**config.mk**
```make
export PLATFORM = sky130hd
export DESIGN_NAME = i2c_master_bit_sequencer_core
export DESIGN_NICKNAME = d
export VERILOG_FILES = /design/src/hdl/i2cmbs_pkg.sv /design/src/hdl/i2cmbs_fifo.sv /design/src/hdl/i2cmbs_front.sv /design/src/hdl/i2cmbs_back.sv /design/src/hdl/i2c_master_bit_sequencer_core.sv
export SDC_FILE = /design/constraint.sdc
export NUM_CORES = 1
export LEC_CHECK = 0
export BUFFER_PORTS_ARGS = -buffer_cell sky130_fd_sc_hd__buf_2
export CAP_MARGIN = 20
export CORE_MARGIN = 5
export CORE_UTILIZATION = 52
export DETAILED_ROUTE_END_ITERATION = 8
export GPL_ROUTABILITY_DRIVEN = 0
export GPL_TIMING_DRIVEN = 1
export PLACE_DENSITY = 0.76
export SLEW_MARGIN = 15
export SYNTH_ARGS = -nofsm -noshare
export SYNTH_HDL_FRONTEND = slang
export SYNTH_SLANG_ARGS = --single-unit
export TNS_END_PERCENT = 10
```
**constraint.sdc**
```tcl
create_clock -name clock -period 2.5 [get_ports clock]
set_clock_uncertainty 0.15 [all_clocks]
set_input_delay 0.25 -clock clock [delete_from_list [all_inputs] [get_ports clock]]
set_output_delay 0.25 -clock clock [all_outputs]
set_load 0.01 [all_outputs]
```
**src/hdl/i2cmbs_pkg.sv**
```systemverilog
package i2cmbs_pkg;

   // Default queue depths
   localparam int CMD_DEPTH = 2;
   localparam int RSP_DEPTH = 2;

   // Phase counter width, enough for the 24 phases of a write byte
   localparam int PH_W = 5;

   typedef enum logic [2:0] {
      CMD_START = 3'd0,
      CMD_STOP  = 3'd1,
      CMD_WRITE = 3'd2,
      CMD_READ  = 3'd3,
      CMD_SACK  = 3'd4,
      CMD_RACK  = 3'd5
   } cmd_type;

   typedef struct packed {
      logic [2:0] action;
      logic [7:0] tx_byte;
      logic       ack_bit;
      logic [7:0] line_bits;
      logic       line_ack;
   } req_type;

   typedef struct packed {
      logic       scl;
      logic       sda;
      logic       last;
      logic [7:0] read_value;
   } rsp_type;

   // Classified command: byte to drive, or value to report
   typedef struct packed {
      cmd_type    cmd;
      logic [7:0] data;
   } desc_type;

   function automatic logic [PH_W-1:0] last_phase(input cmd_type cmd);
      logic [PH_W-1:0] ph;
      case (cmd)
         CMD_START: ph = PH_W'(3);
         CMD_STOP:  ph = PH_W'(2);
         CMD_WRITE: ph = PH_W'(23);
         CMD_READ:  ph = PH_W'(16);
         CMD_SACK:  ph = PH_W'(2);
         CMD_RACK:  ph = PH_W'(2);
         default:   ph = '0;
      endcase
      return ph;
   endfunction

endpackage

```
**src/hdl/i2cmbs_fifo.sv**
```systemverilog
module i2cmbs_fifo #(
   parameter type data_type = logic,
   parameter int  DEPTH     = 2
) (
   input  logic     clock,
   input  logic     reset,
   input  logic     push,
   input  data_type wr_data,
   output logic     full,
   input  logic     pop,
   output data_type rd_data,
   output logic     empty
);

   localparam int PTR_W = (DEPTH > 1) ? $clog2(DEPTH) : 1;
   localparam int CNT_W = $clog2(DEPTH + 1);

   data_type             mem_ff [DEPTH];
   logic     [PTR_W-1:0] wr_ptr_ff, wr_ptr_in;
   logic     [PTR_W-1:0] rd_ptr_ff, rd_ptr_in;
   logic     [CNT_W-1:0] count_ff,  count_in;
   logic                 do_push, do_pop;

   assign full    = (count_ff == CNT_W'(DEPTH));
   assign empty   = (count_ff == '0);
   assign do_push = push && !full;
   assign do_pop  = pop && !empty;
   assign rd_data = mem_ff[rd_ptr_ff];

   always_comb begin
      wr_ptr_in = wr_ptr_ff;
      rd_ptr_in = rd_ptr_ff;
      count_in  = count_ff;
      if (do_push) begin
         wr_ptr_in = (wr_ptr_ff == PTR_W'(DEPTH - 1)) ? '0 : wr_ptr_ff + PTR_W'(1);
      end
      if (do_pop) begin
         rd_ptr_in = (rd_ptr_ff == PTR_W'(DEPTH - 1)) ? '0 : rd_ptr_ff + PTR_W'(1);
      end
      if (do_push && !do_pop) begin
         count_in = count_ff + CNT_W'(1);
      end else if (do_pop && !do_push) begin
         count_in = count_ff - CNT_W'(1);
      end
   end

   always_ff @(posedge clock) begin
      if (reset) begin
         wr_ptr_ff <= '0;
         rd_ptr_ff <= '0;
         count_ff  <= '0;
      end else begin
         wr_ptr_ff <= wr_ptr_in;
         rd_ptr_ff <= rd_ptr_in;
         count_ff  <= count_in;
      end
   end

   always_ff @(posedge clock) begin
      if (do_push) begin
         mem_ff[wr_ptr_ff] <= wr_data;
      end
   end

endmodule

```
**src/hdl/i2cmbs_front.sv**
```systemverilog
module i2cmbs_front (
   input  logic                 push,
   input  i2cmbs_pkg::req_type  req_data,
   output logic                 full,
   output logic                 cmd_push,
   output i2cmbs_pkg::desc_type cmd_desc,
   input  logic                 cmd_full
);

   logic known;

   assign full = cmd_full;

   // unused action codes are taken and dropped
   always_comb begin
      known         = 1'b1;
      cmd_desc.cmd  = i2cmbs_pkg::cmd_type'(req_data.action);
      cmd_desc.data = '0;
      case (req_data.action)
         i2cmbs_pkg::CMD_START, i2cmbs_pkg::CMD_STOP: cmd_desc.data = '0;
         i2cmbs_pkg::CMD_WRITE: cmd_desc.data = req_data.tx_byte;
         i2cmbs_pkg::CMD_READ:  cmd_desc.data = req_data.line_bits;
         i2cmbs_pkg::CMD_SACK:  cmd_desc.data = {7'd0, req_data.ack_bit};
         i2cmbs_pkg::CMD_RACK:  cmd_desc.data = {7'd0, req_data.line_ack};
         default:               known = 1'b0;
      endcase
   end

   assign cmd_push = push && known;

endmodule

```
**src/hdl/i2cmbs_back.sv**
```systemverilog
module i2cmbs_back (
   input  logic                 clock,
   input  logic                 reset,
   input  i2cmbs_pkg::desc_type head,
   input  logic                 head_valid,
   output logic                 cmd_pop,
   output logic                 out_push,
   output i2cmbs_pkg::rsp_type  out_data,
   input  logic                 out_full
);

   logic [i2cmbs_pkg::PH_W-1:0] ph_ff, ph_in;
   logic [1:0]                  sub_ff, sub_in;
   logic [2:0]                  bit_ff, bit_in;
   logic                        scl_ff, scl_in;
   logic                        sda_ff, sda_in;
   logic                        scl_en, scl_val, sda_en, sda_val, fin;

   assign out_push = head_valid && !out_full;
   assign fin      = (ph_ff == i2cmbs_pkg::last_phase(head.cmd));
   assign cmd_pop  = out_push && fin;

   // which pin this phase moves, and to what
   always_comb begin
      scl_en  = 1'b0;
      scl_val = 1'b0;
      sda_en  = 1'b0;
      sda_val = 1'b0;
      case (head.cmd)
         i2cmbs_pkg::CMD_START: begin
            case (ph_ff[1:0])
               2'd0:    begin sda_en = 1'b1; sda_val = 1'b1; end
               2'd1:    begin scl_en = 1'b1; scl_val = 1'b1; end
               2'd2:    begin sda_en = 1'b1; sda_val = 1'b0; end
               default: begin scl_en = 1'b1; scl_val = 1'b0; end
            endcase
         end
         i2cmbs_pkg::CMD_STOP: begin
            case (ph_ff[1:0])
               2'd0:    begin sda_en = 1'b1; sda_val = 1'b0; end
               2'd1:    begin scl_en = 1'b1; scl_val = 1'b1; end
               default: begin sda_en = 1'b1; sda_val = 1'b1; end
            endcase
         end
         i2cmbs_pkg::CMD_WRITE: begin
            case (sub_ff)
               2'd0:    begin sda_en = 1'b1; sda_val = head.data[~bit_ff]; end
               2'd1:    begin scl_en = 1'b1; scl_val = 1'b1; end
               default: begin scl_en = 1'b1; scl_val = 1'b0; end
            endcase
         end
         i2cmbs_pkg::CMD_READ: begin
            if (ph_ff == '0) begin
               sda_en  = 1'b1;
               sda_val = 1'b1;
            end else begin
               scl_en  = 1'b1;
               scl_val = ph_ff[0];
            end
         end
         i2cmbs_pkg::CMD_SACK, i2cmbs_pkg::CMD_RACK: begin
            case (ph_ff[1:0])
               2'd0: begin
                  sda_en  = 1'b1;
                  sda_val = (head.cmd == i2cmbs_pkg::CMD_SACK) ? head.data[0] : 1'b1;
               end
               2'd1:    begin scl_en = 1'b1; scl_val = 1'b1; end
               default: begin scl_en = 1'b1; scl_val = 1'b0; end
            endcase
         end
         default: begin
            scl_en = 1'b0;
         end
      endcase
   end

   always_comb begin
      out_data.scl        = scl_en ? scl_val : scl_ff;
      out_data.sda        = sda_en ? sda_val : sda_ff;
      out_data.last       = fin;
      out_data.read_value = (fin && (head.cmd == i2cmbs_pkg::CMD_READ ||
                                     head.cmd == i2cmbs_pkg::CMD_RACK)) ? head.data : '0;
   end

   always_comb begin
      ph_in  = ph_ff;
      sub_in = sub_ff;
      bit_in = bit_ff;
      scl_in = scl_ff;
      sda_in = sda_ff;
      if (out_push) begin
         scl_in = out_data.scl;
         sda_in = out_data.sda;
         if (fin) begin
            ph_in  = '0;
            sub_in = '0;
            bit_in = '0;
         end else begin
            ph_in  = ph_ff + i2cmbs_pkg::PH_W'(1);
            sub_in = (sub_ff == 2'd2) ? 2'd0 : sub_ff + 2'd1;
            bit_in = bit_ff + 3'((sub_ff == 2'd2) ? 1 : 0);
         end
      end
   end

   always_ff @(posedge clock) begin
      if (reset) begin
         ph_ff  <= '0;
         sub_ff <= '0;
         bit_ff <= '0;
         scl_ff <= 1'b1;
         sda_ff <= 1'b1;
      end else begin
         ph_ff  <= ph_in;
         sub_ff <= sub_in;
         bit_ff <= bit_in;
         scl_ff <= scl_in;
         sda_ff <= sda_in;
      end
   end

endmodule

```
**src/hdl/i2c_master_bit_sequencer_core.sv**
```systemverilog
// Path: a command is registered in the command queue, then each of its phases in the phase
//   queue, from which rsp_data shows the phase at its head.
// Throughput: one pin phase per cycle while the phase queue has room, set by the phase
//   sequencer in the back end; each command expands into its own sequence of pin phases.
// Reset: synchronous, active high; empties both queues, parks SCL and SDA high.
// Unused action codes are taken and yield no transfer.
module i2c_master_bit_sequencer_core #(
   parameter int CMD_DEPTH = i2cmbs_pkg::CMD_DEPTH,
   parameter int RSP_DEPTH = i2cmbs_pkg::RSP_DEPTH
) (
   input  logic                clock,
   input  logic                reset,
   // command side
   input  logic                push,
   output logic                full,
   input  i2cmbs_pkg::req_type req_data,
   // phase side
   output logic                empty,
   input  logic                pop,
   output i2cmbs_pkg::rsp_type rsp_data
);

   // front end -> command queue
   logic                 cmd_push, cmd_full;
   i2cmbs_pkg::desc_type cmd_desc;

   // command queue -> back end
   logic                 cmd_pop, cmd_empty;
   i2cmbs_pkg::desc_type cmd_head;

   // back end -> phase queue
   logic                 out_push, out_full;
   i2cmbs_pkg::rsp_type  out_data;

   // Front: decode the action, drop unused codes, pick the byte that matters
   i2cmbs_front u_front (
      .push     (push),
      .req_data (req_data),
      .full     (full),
      .cmd_push (cmd_push),
      .cmd_desc (cmd_desc),
      .cmd_full (cmd_full)
   );

   // Short command queue so the front keeps taking commands during a long byte
   i2cmbs_fifo #(
      .data_type (i2cmbs_pkg::desc_type),
      .DEPTH     (CMD_DEPTH)
   ) u_cmd_q (
      .clock   (clock),
      .reset   (reset),
      .push    (cmd_push),
      .wr_data (cmd_desc),
      .full    (cmd_full),
      .pop     (cmd_pop),
      .rd_data (cmd_head),
      .empty   (cmd_empty)
   );

   // Back: walks the head command one phase per cycle unless the phase queue is full;
   // it holds the pin levels, so a new command picks up SCL and SDA where the last one
   // left them. The head entry is retired with its final phase.
   i2cmbs_back u_back (
      .clock      (clock),
      .reset      (reset),
      .head       (cmd_head),
      .head_valid (!cmd_empty),
      .cmd_pop    (cmd_pop),
      .out_push   (out_push),
      .out_data   (out_data),
      .out_full   (out_full)
   );

   // Phase queue: decouples the sequencer from a stalled consumer and, while not full,
   // lets a transfer out and a new phase in share a cycle.
   i2cmbs_fifo #(
      .data_type (i2cmbs_pkg::rsp_type),
      .DEPTH     (RSP_DEPTH)
   ) u_rsp_q (
      .clock   (clock),
      .reset   (reset),
      .push    (out_push),
      .wr_data (out_data),
      .full    (out_full),
      .pop     (pop),
      .rd_data (rsp_data),
      .empty   (empty)
   );

endmodule

```
# [Word level (Yosys, flattened, before mapping)]
# Memory sizes are Yosys's and may differ from the RTL's. A register that Yosys moved wholly into a read port is not among the register bits.
# Index checks and enable logic that the tools add are counted.
[totals] reg_bits=20 ramBits=44 wordCells=128 mem_count=2
[memory_table] name="u_cmd_q.mem_ff" words=2 word_bits=11 rd=1 rd_clocked_by_memory_dff=1 write_ports=1 line="i2cmbs_fifo.sv:18" rtl="data_type mem_ff [DEPTH];"
[memory_table] name="u_rsp_q.mem_ff" words=2 word_bits=11 rd=1 rd_clocked_by_memory_dff=1 write_ports=1 line="i2cmbs_fifo.sv:18"
[classes] add_sub_neg=11 magnitude_cmp=1 n_eq_ne=17 n_mux=49 n_bitwise=1 reduce_logical=36
[op_table] op="two-way mux 1 bit" count=33
[op_table] op="one-hot mux 8 bit (4 select lines)" count=1
[op_table] op="one-hot mux 5 bit (4 select lines)" count=1
[op_table] op="one-hot mux 1 bit (5 select lines)" count=3
[op_table] op="== test 3 x 2 -> 1 bit, second input constant" count=4
[op_table] op="== test 3 bit, second input constant" count=4
[op_table] op="logical AND 1 bit" count=12
[op_table] op="two-way mux 2 bit" count=6
[op_table] op="== test 2 bit, second input constant" count=4
[op_table] op="logical NOT 1 bit" count=8
[op_table] op="logical NOT 2 bit" count=4
[op_table] op="two-way mux 8 bit" count=1
[op_table] op="adder 2 x 1 -> 2 bit, second input constant" count=3
[op_table] op="== test 3 x 1 -> 1 bit, second input constant" count=2
[op_table] op="logical NOT 3 bit" count=2
[op_table] op="OR reduction 2 bit" count=3
[op_table] op="OR reduction 6 bit" count=1
[op_table] op="adder 5 x 1 -> 5 bit, second input constant" count=1
[op_table] op="== test 5 bit" count=1
[op_table] op="logical NOT 5 bit" count=1
[op_table] op="two-way mux 5 bit" count=1
[op_table] op="adder 1 bit, second input constant" count=4
[op_table] op="== test 2 x 1 -> 1 bit, second input constant" count=2
[op_table] op="< comparator 3 x 4 -> 1 bit, second input constant" count=1
[op_table] op="other kinds (10)" count=12

# [Depth between registers and ports, before layout]
# Gate-level depths: netlist of the first run.
[depth] ltp_word=9 depth_mapped=11 mapped_depth_nobuf=9

# [Hierarchy]
# From an unflattened synthesis of the first run, not the netlist that was laid out.
[hier_totals] cells_unflattened=272 area_unflattened_um2=3205.6
[modules_own_cells] mod="i2cmbs_fifo" n_inst=2 cells_each=59 area_each_um2=1007.2 seq_area_each_um2=760.7
[modules_own_cells] mod="i2cmbs_back" n_inst=1 cells_each=127 area_each_um2=998.5 seq_area_each_um2=240.2
[modules_own_cells] mod="i2cmbs_front" n_inst=1 cells_each=26 area_each_um2=188.9 seq_area_each_um2=0.0
[modules_own_cells] mod="i2c_master_bit_sequencer_core" n_inst=1 cells_each=1 area_each_um2=3.8 seq_area_each_um2=0.0

# [Worst setup path after synthesis of the first run]
# Ideal clock, no wire load.
[synth_timing] kind="reg-to-reg" startpoint="register (tool-made name)" endpoint="register u_cmd_q.count_ff[1]" setup_time_ps=71 arrival_time_ps=2190 required_ps=2279 path_slack_ps=90 stages_incl_launch_ff=10 path_buffers=1 cell_sequence="dfxtp_1 -> buf_6 -> mux2_2 -> a211oi_1 -> a211oi_2 -> nor3_1 -> inv_1 -> ha_1 -> or3_1 -> a21oi_1"
[synth_rtl] element="end signal, assigned" line="i2cmbs_fifo.sv:55" rtl="count_ff <= count_in;"
[synth_rtl] element="end, declared" line="i2cmbs_fifo.sv:21" rtl="logic [CNT_W-1:0] count_ff, count_in;"

==> summary.md, run 1 <==
| Metric | Value |
|---|---|
| Arrival time at the worst endpoint | `2.52 ns` |
| Min-Delay Startpoint | `req_data[16]` |
| Hold WC Path Type | `input pin to flip-flop` |
| Vias in the first global route | `2224` |
| Gate power share | `35.0%` |
| Starting Density | `54.2%` |
| CTS buffer count | `9` |
| RSZ-0062 raised after global routing | `yes` |
| CTS HTree Levels | `3` |
| IO Port Bufs | `37` |
| Clk buf depth | `2` |
| Total gr overflow | `0` |
| Root Buffer | `clkbuf_8` |
| Slowest CP cell | `dfxtp_4` |
| Placed inst area | `3580 um^2` |
| Antenna violations before repair | `0` |
| Largest net degree at the start of global routing | `25` |
| Worst-margin pin slew | `~0.9 ns` |
| Reg power frac | `39.0%` |
| First-pass GRT wire length | `10600 um` |
| WHS | `0.124 ns` |
| Share of layout cells above drive strength 1 | `31.5%` |
| Routed vias/inst | `about 5.6` |
| Fin. Hold Viols | `0` |
| P_sw | `1.37 mW` |
| Antenna-violating nets left | `0` |
| Layout Nets | `364` |
| Die width | `around 89 um` |
| # DRC | `0` |
| Die Ht | `89.0 um` |
| Crit Path Class | `flip-flop to flip-flop` |
| Final period util | `95.6%` |
| Ys async rst share | `0%` |
| Max Freq | `419 MHz` |
| Drt total wl | `6430 um` |
| Syn Inst Count | `277` |
| Ys Warns | `0` |
| Synthesized area | `3250 um^2` |
| Final slew viol count | `0` |
| Clk_lat worst skew | `0.34 ns` |
| CP max stage delay | `0.38 ns` |
| Worst vdd ir | `0.583 mV` |
| CP Capture Type | `flip-flop` |
| Syn_nets | `310` |
| Net Sw Frac | `32.9%` |
| CTS sink cnt | `66` |
| Initial DRC count | `81` |
| Fillers | `about 460` |
| Die outline area | `7930 um^2` |
| Required @ worst endpoint | `2.63 ns` |
| Register area share after synthesis | `54.2%` |
| Crit path max fanout | `8` |
| Core Rows | `28` |
| P_leak | `1.44 nW` |
| Initial DRT Pass Iterations | `4` |
| Clock Pin Slew Worst Setup and Hold Paths | `0.07 ns` |
| Worst slew margin | `40.3%` |
| Per-cell routed wire length | `between 15 and 20 um` |
| Netlist cell types | `48` |
| Post-route minimum period | `between 2 and 2.5 ns` |
| Largest delay contributor family on the critical path | `simple AND/OR/NAND/NOR gates` |
| Number of I/O pins | `38` |
| Worst path cell trace | `buf_6, nor3_4, o22ai_1, o311a_1, nor3_2, inv_1, ha_1, xor2_1, or3_1, a21oi_2` |
| CTS tree | `done` |
| EDFF count, synth | `44` |
| Syn_area_per_cell | `11.7 um^2` |
| HPWL Detailed | `4560 um` |
| Outcome | `finished, final reports clean` |
| Int Pwr | `2.79 mW` |
| Power Dens Cells | `1070 nW/um^2` |
| Core area | `5990 um^2` |
| Design area | `3880 um^2` |
| Top_reg_cell synth | `edfxtp_1` |
| GRT Total Usage | `roughly 18%` |
| #FFs+latches synth | `66` |
| Worst Path Buf+Inv | `2` |
| Max-cap check violation count | `0` |
| Reg2reg setup slack | `0.11 ns` |
| Clock power share | `25.9%` |
| Area Overhead vs Synth | `19.5%` |
| Via count | `about 2300` |
| Diode count | `0` |
| Final setup violation count | `0` |
| Crit start category | `flip-flop` |
## placed cells by master, fill, tap and decap left out, drive strengths merged, types with 2 or more instances in the layout
master       count
nor2b            5
clkinv           2
nand2           15
xnor2            2
dfxtp           22
or4              2
nand4            6
o211ai           5
o21ai            8
and2             2
nor4b            2
nor2            30
inv              6
ha               8
mux2            14
o22ai            5
or3              4
nor3             9
a31oi            2
nand3            2
nand2b           3
mux2i           22
clkbuf          10
edfxtp          44
dlygate4sd3      2
a211oi           4
mux4             2
xor2             6
a21oi           18
bufinv           3
nor3b            6
buf             56
## registers in the layout (all words and copies together), names as in the netlist, named ones only
register and flops:
u_back.ph_ff 5, u_cmd_q.count_ff 2, u_back.bit_ff 3, u_rsp_q.wr_ptr_ff 1, u_cmd_q.wr_ptr_ff 1, u_back.sda_ff 1, u_rsp_q.rd_ptr_ff 1, u_back.sub_ff 2
u_rsp_q.count_ff 2, u_cmd_q.mem_ff 22, u_back.scl_ff 1, u_rsp_q.mem_ff 22, u_cmd_q.rd_ptr_ff 1
## cells in the mapped netlist, types with 2 or more instances
| cell | count | area (um^2) |
|---|---|---|
| mux2i_1 | 22 | 220 |
| clkbuf_1 | 7 | 26.3 |
| mux4_2 | 2 | 45.0 |
| a31oi_1 | 2 | 12.5 |
| ha_1 | 8 | 100 |
| o211ai_1 | 5 | 37.5 |
| o22ai_1 | 5 | 31.3 |
| nand3_1 | 2 | 10.0 |
| nor3b_1 | 5 | 37.5 |
| nand2_1 | 15 | 56.3 |
| nand2b_1 | 3 | 18.8 |
| nor3_1 | 8 | 40.0 |
| xnor2_1 | 2 | 17.5 |
| nor2b_1 | 5 | 31.3 |
| and2_1 | 2 | 12.5 |
| o21ai_0 | 5 | 25.0 |
| buf_6 | 3 | 33.8 |
| mux2_2 | 13 | 146 |
| dfxtp_1 | 22 | 440 |
| nand4_1 | 6 | 37.5 |
| a211oi_1 | 3 | 22.5 |
| o21ai_1 | 3 | 15.0 |
| a21oi_1 | 18 | 90.1 |
| xor2_1 | 6 | 52.6 |
| nor2_1 | 22 | 82.6 |
| edfxtp_1 | 44 | 1320 |
| or3_1 | 4 | 25.0 |
| nor2_2 | 8 | 50.1 |
| inv_1 | 5 | 18.8 |
| buf_2 | 3 | 15.0 |
| buf_1 | 2 | 7.51 |
## area by class of cell
class	count	area [um^2]	share of cell area, %
Inverter	6	22.5	0.580
Clock buffer	10	128	3.29
Clock inverter	6	115	2.97
Sequential cell	66	1770	45.5
Multi-Input combinational cell	190	1410	36.2
Timing Repair Buffer	58	352	9.06
Tap cell	75	93.8	2.42
## worst paths after layout
check / to / depth (start not counted)
worst max-delay path: u_cmd_q.count_ff[1]$_SDFFE_PP0P_ / 10
worst min-delay path: u_cmd_q.mem_ff[0][6]$_DFFE_PP_ / 3
worst max register to register: u_cmd_q.count_ff[1]$_SDFFE_PP0P_ / 10
worst min register to register: u_back.bit_ff[2]$_SDFFE_PP0P_ / 2
## routing by layer
layer | routed length (um) | share of wire, % | vias up | GRT usage [%]
met1 | 2840 | 44 | 1098 | 22.5
li1 | - | - | 1139 | -
met5 | 0 | 0 | - | 0
met2 | 3160 | 49 | 56 | 28.7
met4 | 112 | 1.7 | 0 | 6.63
met3 | 319 | 5.0 | 13 | 5.44
## kinds of logic (layout without fill, tap and decap cells)
| family | count (synthesis) | count (layout) | share of synthesized area (%) |
|---|---|---|---|
| AOI/OAI and AO/OA | 49 | 49 | 9.51 |
| and+or+nand+nor | 87 | 87 | 14.6 |
| muxes | 38 | 38 | 13.1 |
| DFF | 66 | 66 | 54.2 |
| buffers and inverters | 21 | 80 | 3.24 |
| xor gates and xnor gates | 8 | 8 | 2.16 |
| adders and majority gates | 8 | 8 | 3.08 |
## worst register-to-register path, delay by kind of cell, from the launching register on
kind	cells	cell delay (ns)
xor+xnor	1	0.15
fa+ha+maj	1	0.20
compound gates	3	0.53
buf+inv	2	0.22
flops	1	0.38
simple gates	3	0.69
## timing repair
item | in CTS | in global routing
gates resized for setup | 3 | 6
hold buffers | 2 | 0
hold endpoints to repair | 4 | 0
pin swaps | 1 | 3
endpoints found under the setup margin | 4 | 15
gates cloned | 0 | 0
buffers inserted | 0 | 1
## power by group through the flow
stage / registers, mW / clock network, mW / logic [mW]
after global placement: 1.63 / 0 / 1.39
after floorplan: 1.58 / 0 / 1.01
after global routing: 1.66 / 1.16 / 1.60
after CTS: 1.63 / 1.10 / 1.45
final: 1.63 / 1.08 / 1.46
after detailed placement: 1.65 / 0 / 1.42
## per-stage QoR
step | total power, mW | util [%] | TNS [ns] | worst slack [ns] | instances
global placement | 3.01 | 59.8 | -0.0180 | -0.0180 | 392
CTS | 4.17 | 64.3 | 0 | 0.0225 | 410
detailed placement | 3.07 | 59.8 | -0.177 | -0.139 | 392
finish | 4.16 | 64.8 | 0 | 0.111 | 411
global route | 4.42 | 64.8 | -0.0170 | -0.0170 | 411
floorplan | 2.58 | - | 0 | 0.0897 | 277
Note: power is estimated with default switching activity, not from simulation.
==> run 2, diff against run 1 <==
- ABC_AREA: unset -> 1
- CORE_UTILIZATION: 52 -> 54
- CTS_BUF_LIST: unset -> sky130_fd_sc_hd__clkbuf_8
- PLACE_DENSITY: 0.76 -> 0.79
==> summary.md, run 2 <==
| Metric | Value |
|---|---|
| Outcome | `finished, final reports clean (unchanged)` |
| Crit path max fanout | `5 (was 8)` |
| Syn Inst Count | `346 (was 277)` |
| Top-count cell post-synth | `nand2_1 (was edfxtp_1)` |
| Top_reg_cell synth | `edfxtp_1 (unchanged)` |
| Initial DRC count | `185 (was 81)` |
| Ys Warns | `0 (unchanged)` |
| Worst-margin pin slew | `0.473 ns (was 0.892 ns)` |
| Commonest non-fill, non-tap cells in the layout | `70 x nand2_1, 44 x inv_1, 44 x edfxtp_1, 37 x buf_2, 34 x nor2_1 (was 44 x edfxtp_1, 37 x buf_2, 22 x nor2_1, 21 x mux2i_1, 21 x dfxtp_1)` |
| Worst vdd ir | `0.939 mV (was 0.583 mV)` |
| Post-route minimum period | `2.25 ns (was 2.39 ns)` |
| Yosys top cell area share | `40.4% (was 40.7%)` |
| Clock power share | `20.8% (was 25.9%)` |
| Area contributors post-synth | `edfxtp_1 40%, dfxtp_1 13%, nand2_1 8.0%, inv_1 4.6%, nand3_1 4.3% (was edfxtp_1 41%, dfxtp_1 14%, mux2i_1 6.8%, mux2_2 4.5%, ha_1 3.1%)` |
| Net Sw Frac | `36.4% (was 32.9%)` |
| Die outline area | `7710 um^2 (was 7930 um^2)` |
| CTS sink cnt | `66 (unchanged)` |
| Core Rows | `28 (unchanged)` |
| GRT Total Usage | `18.3% (was 17.8%)` |
| Root Buffer | `clkbuf_8 (unchanged)` |
| Crit Path Class | `flip-flop to flip-flop (unchanged)` |
| CTS buffer count | `9 (unchanged)` |
| Antenna violations before repair | `0 (unchanged)` |
| Synth area leader | `edfxtp_1 (unchanged)` |
| Top Registers | `u_cmd_q.mem_ff (22), u_rsp_q.mem_ff (22), u_back.ph_ff (5) (unchanged)` |
| Clk buf depth | `2 (unchanged)` |
| Final Non-Filler Cells | `478 (was 411)` |
| Commonest non-fill, non-tap cell in the layout | `nand2_1 (was edfxtp_1)` |
| Power Dens Cells | `1030 nW/um^2 (was 1070 nW/um^2)` |
| Final period util | `90.1% (was 95.6%)` |
| CTS tree | `done (unchanged)` |
| Final setup violation count | `0 (unchanged)` |
| Hold WC Path Type | `input pin to flip-flop (unchanged)` |
| Syn_area_per_cell | `9.44 um^2 (was 11.7 um^2)` |
| Largest net degree at the start of global routing | `19 (was 25)` |
| Layout Nets | `431 (was 364)` |
| Number of I/O pins | `38 (unchanged)` |
| Core area | `5890 um^2 (was 5990 um^2)` |
| Die Ht | `87.8 um (was 89.0 um)` |
| Total gr overflow | `0 (unchanged)` |
| Per-cell routed wire length | `12.9 um (was 15.6 um)` |
| Int Pwr | `2.48 mW (was 2.79 mW)` |
| Vias in the first global route | `2467 (was 2224)` |
| Area Overhead vs Synth | `15.4% (was 19.5%)` |
| Util after Layout | `64.1% (was 64.8%)` |
| CP Capture Type | `flip-flop (unchanged)` |
| Worst slew margin | `68.3% (was 40.3%)` |
| CTS HTree Levels | `3 (unchanged)` |
| Netlist cell types | `30 (was 48)` |
| Starting Density | `55.5% (was 54.2%)` |
| Top cells by count, synth | `70 x nand2_1, 44 x edfxtp_1, 40 x inv_1 (was 44 x edfxtp_1, 22 x dfxtp_1, 22 x mux2i_1, 22 x nor2_1, 18 x a21oi_1)` |
| IO Port Bufs | `37 (unchanged)` |
| Crit start category | `flip-flop (unchanged)` |
| #FFs+latches synth | `66 (unchanged)` |
| P_sw | `1.42 mW (was 1.37 mW)` |
| Max-cap check violation count | `0 (unchanged)` |
| Drt total wl | `6190 um (was 6430 um)` |
| Cells after DPL | `461 (was 392)` |
| Initial DRT Pass Iterations | `4 (unchanged)` |
| Routed vias/inst | `5.19 (was 5.61)` |
| EDFF count, synth | `44 (unchanged)` |
| Share of layout cells above drive strength 1 | `23.8% (was 31.5%)` |
| Max Freq | `444 MHz (was 419 MHz)` |
| Register area share after synthesis | `53.9% (was 54.2%)` |
| Antenna-violating nets left | `0 (unchanged)` |
| Die width | `87.8 um (was 89.0 um)` |
| P_leak | `1.59 nW (was 1.44 nW)` |
| Fin. Hold Viols | `0 (unchanged)` |
| Gate power share | `37.8% (was 35.0%)` |
| Clk_lat worst skew | `0.33 ns (was 0.34 ns)` |
| Final slew viol count | `0 (unchanged)` |
| Worst Setup Slack, final | `0.248 ns (was 0.111 ns)` |
| Clock Pin Slew Worst Setup and Hold Paths | `0.07 ns (about the same)` |
| Synthesized area | `3270 um^2 (was 3250 um^2)` |
| Required @ worst endpoint | `2.57 ns (was 2.63 ns)` |
| DP Worst Slack | `0.186 ns (was -0.139 ns)` |
| RSZ-0062 raised after global routing | `no (was yes)` |
| Ys async rst share | `0% (unchanged)` |
| Reg power frac | `41.4% (was 39.0%)` |
| HPWL Detailed | `4630 um (was 4560 um)` |
| Syn_nets | `379 (was 310)` |
| Via count | `2480 (was 2306)` |
| First-pass GRT wire length | `10900 um (was 10600 um)` |
| Pwr Total | `3.89 mW (was 4.16 mW)` |
| Arrival time at the worst endpoint | `2.32 ns (was 2.52 ns)` |
| # DRC | `0 (unchanged)` |
| Final setup TNS | `0 ns (unchanged)` |
| Diode count | `0 (unchanged)` |
## run 2: cell count changes in the layout (fill, tap and decap cells not counted), sizes merged, moves of 7 or more
cell,previous run,this run
mux2i,22,0
nand2,15,79
a21oi,18,26
inv,6,47
nand3,2,31
a22o,0,7
buf,56,46
## run 2: cell families (layout without fill, tap and decap cells)
group	count (synthesis)	count (layout)	synth area share (%)
xor gates and xnor gates	3	3	0.804
DFF	66	66	53.9
and+or+nand+nor	159	159	22.7
adders and majority gates	8	8	3.06
buffers and inverters	50	107	6.09
AOI/OAI and AO/OA	49	49	9.61
muxes	11	11	3.79
## run 2: layout make-up
type	count	area, um^2
clock buffers	9	124
well taps	75	93.8
repair buffers	47	263
clock inverters	7	55.1
fillers	478	2120
flip-flops and latches	66	1760
multi-input cells	230	1310
inverters	44	165
## run 2: metrics by stage
step / hold WS (ns) / cell area (um^2)
floorplan: 0.199 / 3270
global placement: 0.304 / 3580
finish: 0.0194 / 3770
global route: 0.0165 / 3770
CTS: 0.00860 / 3770
detailed placement: 0.315 / 3580
## run 2: power by group through the flow
stage,logic (mW),clock network [mW],registers [mW]
floorplan,1.08,0,1.59
global placement,1.42,0,1.62
detailed placement,1.47,0,1.64
CTS,1.48,0.825,1.62
global route,1.65,0.885,1.65
finish,1.47,0.810,1.61
## run 2: layer usage
layer	vias to the layer above	share of wire, %	track usage, %	routed length [um]
li1	1271	-	-	-
met1	1136	43	23.1	2670
met5	-	0	0	0
met4	0	1.6	7.81	99
met2	61	51	30.7	3140
met3	12	4.3	3.48	269
## run 2: repair_timing
item / 4_1_cts / 5_1_grt
hold buffers: 1 / 0
hold endpoints to repair: 2 / 0
endpoints found under the setup margin: 0 / 1
gates resized for setup: 0 / 2
buffers inserted: 0 / 0
## run 2: worst paths after layout
path	from	end	slack (ns)	cells past startpoint
setup reg to reg	u_cmd_q.mem_ff[0][10]$_DFFE_PP_	u_cmd_q.count_ff[1]$_SDFFE_PP0P_	0.25	13
hold reg to reg	u_back.scl_ff$_SDFFE_PP1P_	u_back.scl_ff$_SDFFE_PP1P_	0.33	2
hold / removal	req_data[20]	u_cmd_q.mem_ff[1][10]$_DFFE_PP_	0.02	1
setup / recovery	u_cmd_q.mem_ff[0][10]$_DFFE_PP_	u_cmd_q.count_ff[1]$_SDFFE_PP0P_	0.25	13
## run 2: critical path, cell delays in order (launching register included)
cell and delay, ns:
edfxtp_1 0.35, inv_1 0.12, o21ai_1 0.15, nor2_4 0.17
nand2_1 0.07, nand2_1 0.08, nand2_2 0.07, nor2_4 0.12
nand3_2 0.09, ha_1 0.34, a21oi_1 0.12, o21ai_0 0.12
o21ai_1 0.14, a21oi_1 0.06
==> run 3, diff against run 2 <==
- REMOVE_ABC_BUFFERS: unset -> 1
==> summary.md, run 3 (synthesis gave the netlist of run 2 again) <==
| Metric | Value |
|---|---|
| Final setup violation count | `0 (unchanged)` |
| Area Overhead vs Synth | `15.6% (was 15.4%)` |
| Clk buf depth | `2 (unchanged)` |
| Starting Density | `55.5% (unchanged)` |
| Number of I/O pins | `38 (unchanged)` |
| Crit path max fanout | `10 (was 5)` |
| Util after Layout | `64.2% (was 64.1%)` |
| CTS HTree Levels | `3 (unchanged)` |
| Crit Path Class | `flip-flop to flip-flop (unchanged)` |
| Worst-margin pin slew | `0.785 ns (was 0.473 ns)` |
| Fin. Hold Viols | `0 (unchanged)` |
| Power Dens Cells | `1040 nW/um^2 (was 1030 nW/um^2)` |
| CP Capture Type | `flip-flop (unchanged)` |
| Final period util | `91.2% (was 90.1%)` |
| Routed vias/inst | `5.22 (was 5.19)` |
| Core area | `5890 um^2 (unchanged)` |
| Final slew viol count | `0 (unchanged)` |
| Largest net degree at the start of global routing | `19 (unchanged)` |
| CTS sink cnt | `66 (unchanged)` |
| Reg2reg setup slack | `0.22 ns (was 0.25 ns)` |
| Max-cap check violation count | `0 (unchanged)` |
| CTS tree | `done (unchanged)` |
| HPWL Detailed | `4480 um (was 4630 um)` |
| CP Capture Point | `u_cmd_q.count_ff[1]$_SDFFE_PP0P_ (unchanged)` |
| Antenna-violating nets left | `0 (unchanged)` |
| Diode count | `0 (unchanged)` |
| Die Ht | `87.8 um (unchanged)` |
| Initial DRC count | `171 (was 185)` |
| Post-CTS Setup Bufs | `0 (unchanged)` |
| Core Rows | `28 (unchanged)` |
| Reg2Reg Depth | `13 (unchanged)` |
| Initial DRT Pass Iterations | `5 (was 4)` |
| Hold WC Path Type | `input pin to flip-flop (unchanged)` |
| Top Registers | `u_cmd_q.mem_ff (22), u_rsp_q.mem_ff (22), u_back.ph_ff (5) (unchanged)` |
| First-pass GRT wire length | `10400 um (was 10900 um)` |
| Per-cell routed wire length | `12.7 um (was 12.9 um)` |
| Die width | `87.8 um (unchanged)` |
| Share of layout cells above drive strength 1 | `24.6% (was 23.8%)` |
| Die outline area | `7710 um^2 (unchanged)` |
| Worst slew margin | `47.3% (was 68.3%)` |
| Crit start category | `flip-flop (unchanged)` |
| Clk_lat worst skew | `0.33 ns (about the same)` |
| Required @ worst endpoint | `2.58 ns (was 2.57 ns)` |
| Antenna violations before repair | `0 (unchanged)` |
| Worst Setup Slack, final | `0.219 ns (was 0.248 ns)` |
| GRT Total Usage | `17.5% (was 18.3%)` |
| Worst r2r dst | `u_cmd_q.count_ff[1]$_SDFFE_PP0P_ (unchanged)` |
| Via count | `2490 (was 2480)` |
| Fillers | `470 (was 478)` |
| Arrival time at the worst endpoint | `2.36 ns (was 2.32 ns)` |
| Clock Pin Slew Worst Setup and Hold Paths | `0.07 ns (about the same)` |
| Worst vdd ir | `0.572 mV (was 0.939 mV)` |
| Vias in the first global route | `2324 (was 2467)` |
| Final setup TNS | `0 ns (unchanged)` |
| Layout Nets | `430 (was 431)` |
| Total gr overflow | `0 (unchanged)` |
| Max Freq | `438 MHz (was 444 MHz)` |
| Post-route minimum period | `2.28 ns (was 2.25 ns)` |
| P_leak | `1.58 nW (was 1.59 nW)` |
| IO Port Bufs | `37 (unchanged)` |
| Root Buffer | `clkbuf_8 (unchanged)` |
| Commonest non-fill, non-tap cells in the layout | `70 x nand2_1, 44 x edfxtp_1, 40 x inv_1, 37 x buf_2, 34 x nor2_1 (was 70 x nand2_1, 44 x inv_1, 44 x edfxtp_1, 37 x buf_2, 34 x nor2_1)` |
| Outcome | `finished, final reports clean (unchanged)` |
| CTS buffer count | `9 (unchanged)` |
| DP Worst Slack | `0.152 ns (was 0.186 ns)` |
| RSZ-0062 raised after global routing | `no (unchanged)` |
| Drt total wl | `6080 um (was 6190 um)` |
| # DRC | `0 (unchanged)` |
| Commonest non-fill, non-tap cell in the layout | `nand2_1 (unchanged)` |
==> run 3: cell count changes in the layout (fill, tap and decap cells not counted) <==
cell        before  now
clkinv_2         2    3
clkinvlp_4       0    1
o21ai_1          3    2
buf_4            9    8
inv_1           44   40
o21ai_0          9   10
clkinv_4         0    2
==> run 3: what timing repair did <==
action,in CTS,in global routing
endpoints found under the hold margin,2,0
setup endpoints to repair,0,1
gates resized for setup,0,1
hold buffers,1,0
==> run 3: final cells by class <==
cell class | count | area, um^2 | share of cell area, %
Tap cell | 75 | 93.8 | 2.48
Clock inverter | 7 | 70.1 | 1.85
Clock buffer | 9 | 124 | 3.28
Timing Repair Buffer | 46 | 255 | 6.76
Multi-Input combinational cell | 230 | 1310 | 34.6
Inverter | 44 | 165 | 4.37
Sequential cell | 66 | 1760 | 46.7
==> run 3: metrics by stage <==
step | hold WS, ns | cell area, um^2 | total power [mW] | instances
floorplan | 0.169 | 3230 | 2.64 | 340
global placement | 0.303 | 3570 | 3.04 | 460
detailed placement | 0.312 | 3570 | 3.09 | 460
CTS | 0.000361 | 3780 | 3.96 | 477
global route | 0.0131 | 3780 | 4.22 | 477
finish | 0.0208 | 3780 | 3.93 | 477
==> run 3: how the worst min path moves through the flow <==
stage	cells past startpoint	start	end	slack, ns
after floorplan	1	reset	u_back.bit_ff[0]$_SDFFE_PP0P_	0.17
after global placement	2	u_back.scl_ff$_SDFFE_PP1P_	u_back.scl_ff$_SDFFE_PP1P_	0.30
after detailed placement	2	u_back.sda_ff$_SDFFE_PP1P_	u_back.sda_ff$_SDFFE_PP1P_	0.31
after CTS	1	req_data[20]	u_cmd_q.mem_ff[0][10]$_DFFE_PP_	0.0004
after global routing	1	req_data[20]	u_cmd_q.mem_ff[0][10]$_DFFE_PP_	0.01
final	1	req_data[20]	u_cmd_q.mem_ff[0][10]$_DFFE_PP_	0.02
==> run 3: where the power goes <==
part	leakage, nW	internal (mW)	switching [mW]
sequential	0.595	1.48	0.129
clock	0.0990	0.457	0.394
combinational	0.883	0.550	0.920
total	1.58	2.49	1.44
==> run 3: worst max-delay path: stages (launching register included) <==
cell and delay (ns):
dfxtp_2 0.36, inv_2 0.11, nand2_1 0.10, nand2_4 0.13
nand2_1 0.06, a21oi_1 0.17, nand2_2 0.09, nor2_4 0.11
nand3_2 0.09, ha_1 0.34, a21oi_1 0.14, o21ai_0 0.12
o21ai_0 0.15, a21oi_1 0.05
==> run 3: routing by layer <==
layer	up-vias	share of wire, %	track usage (%)
met5	-	0	0
met4	0	1.6	10.3
met3	8	6.1	3.39
met2	79	47	27.8
met1	1135	45	22.2
li1	1268	-	-
